[src/rtl/core/bss_pkg.sv]
// ----------------------------------------------------------------------------
// bss_pkg
// Shared types and operation codes for the bounded search stack.
// ----------------------------------------------------------------------------
`default_nettype none

package bss_pkg;

  localparam int WORD_W  = 32;
  localparam int CAP_W   = 5;
  localparam int FIDX_W  = 4;
  localparam int COUNT_W = 5;

  typedef logic [2:0]               func_t;
  typedef logic signed [WORD_W-1:0] word_t;

  localparam func_t FUNC_PUSH   = 3'd0;
  localparam func_t FUNC_POP    = 3'd1;
  localparam func_t FUNC_TOP    = 3'd2;
  localparam func_t FUNC_BOTTOM = 3'd3;
  localparam func_t FUNC_FIND   = 3'd4;
  localparam func_t FUNC_CLEAR  = 3'd5;

  typedef struct packed {
    func_t func;
    word_t value;
  } in_item_t;

  typedef struct packed {
    word_t              result_value;
    logic               ok;
    logic               found;
    logic [FIDX_W-1:0]  found_index;
    logic [COUNT_W-1:0] count;
  } out_item_t;

  typedef struct packed {
    logic [CAP_W-1:0] capacity;
  } cfg_item_t;

  // per-cycle command broadcast to every cell
  typedef struct packed {
    logic  push;
    logic  pop;
    word_t key;
  } cell_ctl_t;

endpackage

`default_nettype wire

[src/rtl/core/bss_cell.sv]
// ----------------------------------------------------------------------------
// bss_cell
// One stack slot: shifts with push/pop, compares against the search key and
// forwards the search and bottom-read chain toward cell zero.
// ----------------------------------------------------------------------------
`default_nettype none

module bss_cell #(
  parameter int IDX   = 0,
  parameter int IDX_W = 4,
  parameter int OCC_W = 5
) (
  input  wire                      clk,
  input  wire bss_pkg::cell_ctl_t  ctl,
  input  wire [OCC_W-1:0]          occ,
  input  wire bss_pkg::word_t      push_in,
  input  wire bss_pkg::word_t      pop_in,
  input  wire                      hit_in,
  input  wire [IDX_W-1:0]          pos_in,
  input  wire bss_pkg::word_t      bot_in,
  output bss_pkg::word_t           data,
  output logic                     hit_out,
  output logic [IDX_W-1:0]         pos_out,
  output bss_pkg::word_t           bot_out
);
  import bss_pkg::*;

  localparam logic [OCC_W-1:0] MY_IDX  = OCC_W'(IDX);
  localparam logic [OCC_W-1:0] MY_NEXT = OCC_W'(IDX + 1);

  word_t data_r;
  word_t data_nxt;
  logic  in_use;
  logic  is_bottom;

  // cell 0 is the top; the oldest word sits at occ-1
  assign in_use    = (MY_IDX < occ);
  assign is_bottom = (occ == MY_NEXT);

  always_comb begin
    data_nxt = data_r;
    if (ctl.push) begin
      data_nxt = push_in;
    end else if (ctl.pop) begin
      data_nxt = pop_in;
    end
  end

  always_ff @(posedge clk) begin
    data_r <= data_nxt;
  end

  // highest in-use cell that matches is the lowest position from the bottom
  always_comb begin
    if (hit_in) begin
      hit_out = 1'b1;
      pos_out = pos_in;
    end else if (in_use && (data_r == ctl.key)) begin
      hit_out = 1'b1;
      pos_out = IDX_W'(IDX);
    end else begin
      hit_out = 1'b0;
      pos_out = pos_in;
    end
  end

  assign bot_out = is_bottom ? data_r : bot_in;
  assign data    = data_r;

endmodule

`default_nettype wire

[config.mk]
export PLATFORM = sky130hd
export DESIGN_NAME = bss_cell
export DESIGN_NICKNAME = d
export VERILOG_FILES = /design/src/rtl/core/bss_pkg.sv /design/src/rtl/core/bss_cell.sv
export SDC_FILE = /design/constraint.sdc
export NUM_CORES = 1
export LEC_CHECK = 0
export ABC_AREA = 1
export BUFFER_PORTS_ARGS = -buffer_cell sky130_fd_sc_hd__buf_2
export CAP_MARGIN = 10
export CORE_AREA = 2 2 82 84
export DETAILED_ROUTE_END_ITERATION = 12
export DIE_AREA = 0 0 84 86
export PLACE_DENSITY_LB_ADDON = 0.05
export RECOVER_POWER = 25
export SETUP_SLACK_MARGIN = 0.5
export SKIP_LAST_GASP = 1
export SYNTH_ARGS = -nofsm -noshare
export SYNTH_HDL_FRONTEND = slang
export SYNTH_SLANG_ARGS = --single-unit
[constraint.sdc]
create_clock -name clk -period 1.7 [get_ports clk]
set_input_delay 0.17 -clock clk [delete_from_list [all_inputs] [get_ports clk]]
set_output_delay 0.17 -clock clk [all_outputs]
set_load 0.03 [all_outputs]
Word-level counts from Yosys, hierarchy flattened:

Index checks and enable logic that the tools add are counted.

* magnitude comparators: 1
* equality and inequality tests: 2
* muxes and demuxes: 7
* reductions and logical operators: 2

Operators by type and width (count)
* 2-to-1 mux 32 bit: 3
* equality test 32 bit: 1
* 2-to-1 mux 4 bit: 2
* equality test 5 x 1 -> 1 bit (second input constant): 1
* < comparator 1 x 5 -> 1 bit (first input constant): 1
* 2-to-1 mux 1 bit: 2
* nonzero test 2 bit: 1
* logical AND 1 bit: 1

* register bits after elaboration: 32
* input port bits: 141
* output and inout bits: 69
* logic and storage cells: 13

Longest topological paths before layout:

* word-level depth: 4
* gate-level depth with buffers: 11

Least setup slack after synthesis:

OpenSTA, ideal clock, no wires.

* path type: input -> output
* start point: input port occ[4]
* end point: output port bot_out[0]
* arrival time: 1.365 ns
* slack: 0.165 ns
* cell stages on the path: 4
* path buffers: 1
* path through: nor2_2 > nand3_4 > clkbuf_1 > o21ai_0

* word-level cells in the longest chain between the ends: 2

RTL lines
* start, declared: RTL line bss_cell.sv:15 `input wire [OCC_W-1:0] occ,`
* equality test 5 x 1 -> 1 bit: RTL line bss_cell.sv:38 `assign is_bottom = (occ == MY_NEXT);`
* 2-to-1 mux 32 bit: RTL line bss_cell.sv:67 `assign bot_out = is_bottom ? data_r : bot_in;`
* end, declared: RTL line bss_cell.sv:24 `output bss_pkg::word_t bot_out`

No other way between the ends.

Worst setup path in the final report:

* start point: register data_r[14] (netlist: data[14])
* end point: output port pos_out[0]

* word-level cells in the longest chain between the ends: 4

RTL lines
* start, declared: RTL line bss_cell.sv:31 `word_t data_r;`
* start signal, assigned: RTL line bss_cell.sv:50 `data_r <= data_nxt;`
* equality test 32 bit: RTL line bss_cell.sv:58 `end else if (in_use && (data_r == ctl.key)) begin`
* logical AND 1 bit: RTL line bss_cell.sv:58
* 2-to-1 mux 4 bit: RTL line bss_cell.sv:58
* 2-to-1 mux 4 bit: RTL line bss_cell.sv:55 `if (hit_in) begin`
* end, declared: RTL line bss_cell.sv:23 `output logic [IDX_W-1:0] pos_out,`

No other way between the ends.

==> results.txt <==
* Die X-Extent: 84 um
- Final Hold Viols: 0
- The mapped netlist covers 2400 um^2.
* Total routing resource utilization after global routing: 0.247
- Initial antenna violation count: 0
- Crit start category: flip-flop
- DRC Markers: 0
- Std-Cell Rows: 29
- Data arrives at the worst endpoint at 1.77 ns.
- Distinct cell type count after synthesis: 20
- The cell count after synthesis came out at 355.
- The worst setup path is of the reg2out kind.
- # diodes: 0
* Seq cells post-synth: 32
- Using the TritonRoute via totals, the vias-per-cell ratio works out to 4.58.
- TritonCTS clock tree: built
- Internal power comes to 0.00171 W.
* Failing checks: setup timing
- Slew HR: 0.476
* CTS buffer count: 5
* Sinks on Clock Net: 32
- Std-Cell Core Area: 6280 um^2
* Antenna violation net count after detailed routing: 0
- Seq/Total Area, Yosys: 0.400
- Across the run, the number of max-cap violations was 0.
* Starting density of the core: 0.382
- Cell types with the largest area share after synthesis: edfxtp_1 40%, nand2_1 29%, inv_1 7.8%, o21ai_0 4.6%, mux2_4 3.8%
- Setup repair after global routing could not meet its margin everywhere.
- At the worst endpoint, the required time is 1.53 ns.
- The max-slew violation count came to 0.
* Post-route cell area: 4410 um^2
- The final layout contains 716 nets.
- The longest clock path from root to sink contains 2 buffers.
* CTS Hold Buffers Added: 0
- Proportion of power drawn by combinational gates: 0.414
* Capturing element type of the critical path: output pin
- By instance count, the cell type seen most on the critical path is nor2_1.
- Of the cells placed in the final design, the portion with a size suffix greater than 1 is 0.507.
* Total global routing overflow: 0
* Yosys synthesis warning count: 0
- For this design the static power due to leakage is 2.47 nW.
* Overall die area: 7220 um^2
- Across all layers, the routed design uses 2991 vias.
- The share of total power dissipated in sequential elements is 0.380.
* Cell taking the most area after synthesis: edfxtp_1
- In this run the power spent charging and discharging nets is 0.00103 W.
- The register with the most flip-flops in the layout has 32 of them.
- At the pin with the least slew margin, the transition time is 0.787 ns.
- Total wire length after detailed routing: 9.52 mm
* DP Area: 3530 um^2
- Share of the synthesized area in the top cell type: 0.400
- Averaged over all synthesized cells, the footprint is 6.76 um^2.
- For this run, the slowest stage of the critical path takes 0.45 ns.
- The filler cells instantiated in the layout total 531.
- Via count of the first global-routing pass: 2820
- Per-cell routed wire length: 14.6 um
- The first routing iteration left 88 violations.
* Iteration count of the initial detailed-routing pass: 4
- Number of buffers added on ports: 209
* Final estimated routing congestion in global placement: 0.809
- Entering global routing, the biggest net connects 33 pins.
- Path class of the lowest-slack min-delay path: in2reg
* Area added between synthesis and finish: 83.5%
- Leaving out fill and tap cells, the most frequent cells in the layout are 169 x nand2_1, 169 x buf_2, 45 x inv_1, 36 x buf_6, 32 x edfxtp_1.
- The die is 86 um tall.
* Final setup violation count: 5
- The critical path goes through inv_1, nor2_1, nor2_1, nand4_1, nor2_2, nand3_2, nand2_1, inv_2, buf_4.
* Syn_nets: 496
* Proportion of total power due to net switching: 0.377
- CP Max Fanout: 4
- The worst-case IR drop observed on VDD is 403 uV.
* Result of the run: complete, but fails checks
* Wire length of the first global-routing pass: 13.7 mm
- Clock-pin slew on the worst setup and hold paths: 0.07 ns
- Worst-path cell with the longest stage delay: edfxtp_1
- The tree is rooted in a clkbuf_8.
- In the finished design, the share of the clock period the worst path needs comes to 1.14.
- Dividing total power by cell area gives a power density of 623 nW/um^2.
- Final worst hold slack: 0.150 ns
* # H-tree levels: 2
* Proportion of power drawn by the clock network: 0.205
- In this run the count of I/O pins placed on the die edge is 210.
- Counting I/O delays and the setup requirement, the final critical path takes 1.94 ns.
* Maximum operating frequency: 517 MHz
- Smallest setup slack after layout: -0.236 ns
- Once detailed placement completed, the half-perimeter wirelength came to 5.99 mm.
-- worst max-delay path, delay by kind of cell (launching register included) --
family | cells | cell delay, ns
DFF | 1 | 0.45
buffers and inverters | 3 | 0.34
and+or+nand+nor | 6 | 0.68
-- power groups by stage --
stage / clock (W) / combinational (W) / sequential [W]
2_1_floorplan: 0 / 0.000403 / 0.00123
3_3_place_gp: 0 / 0.000926 / 0.00106
3_5_place_dp: 0 / 0.000937 / 0.00106
4_1_cts: 0.000574 / 0.00107 / 0.00104
5_1_grt: 0.000614 / 0.00122 / 0.00106
6_report: 0.000564 / 0.00114 / 0.00104
-- stage by stage --
stage	util	total power (W)	std cells	TNS, ns	setup slack [ns]
global placement	0.563	0.00198	632	0	0.0397
global route	0.702	0.00289	653	-1.79	-0.389
floorplan	-	0.00163	355	0	0.199
detailed placement	0.563	0.00200	632	0	0.0621
CTS	0.666	0.00269	652	-0.980	-0.227
finish	0.702	0.00275	653	-0.992	-0.236
-- routing by layer --
metal  track usage  vias to the layer above  routed length (um)
li1              -                     1525                   -
met1         0.276                     1323                3600
met2         0.479                      135                5180
met3        0.0577                        8                 657
met4        0.0499                        0                  83
met5             0                        -                   0
-- logic make-up after synthesis --
kind of cell | share of synthesized area
and+or+nand+nor | 0.361
buffers and inverters | 0.101
muxes | 0.0563
AOI/OAI and AO/OA | 0.0459
DFF | 0.400
xor gates and xnor gates | 0.0365
-- final timing paths --
check	depth (start not counted)	end	slack [ns]	startpoint
setup / recovery	9	pos_out[0]	-0.24	data[14]
hold / removal	3	data[9]	0.15	pop_in[9]
-- synth_stat cells --
| cell type | n |
|---|---|
| nand3_2 | 1 |
| nand3_4 | 1 |
| nor2_1 | 18 |
| nor2_2 | 3 |
| nand3b_1 | 1 |
| buf_6 | 1 |
| nor3_1 | 2 |
| xnor2_1 | 8 |
| xor2_1 | 2 |
| o21ai_0 | 22 |
| mux2_2 | 4 |
| inv_1 | 50 |
| nand3_1 | 2 |
| nand4_1 | 2 |
| clkbuf_1 | 10 |
| nand2_1 | 188 |
| mux2_4 | 6 |
| or2_2 | 1 |
| buf_2 | 1 |
| edfxtp_1 | 32 |
-- cell type report --
class                      instances  area, um^2  share of cell area
clock inverter                     3        13.8             0.00312
inverter                          50         188              0.0426
timing repair buffer             225        1580               0.359
multi-input combinational        261        1500               0.340
clock buffer                       5        68.8              0.0156
tap                               77        96.3              0.0219
sequential                        32         961               0.218
-- timing repair --
action,in CTS,in global routing
buffers inserted,5,1
gates cloned,7,0
endpoints found under the setup margin,37,37
pin swaps,4,5
gates resized for setup,118,55
(Power assumes the default switching activity.)
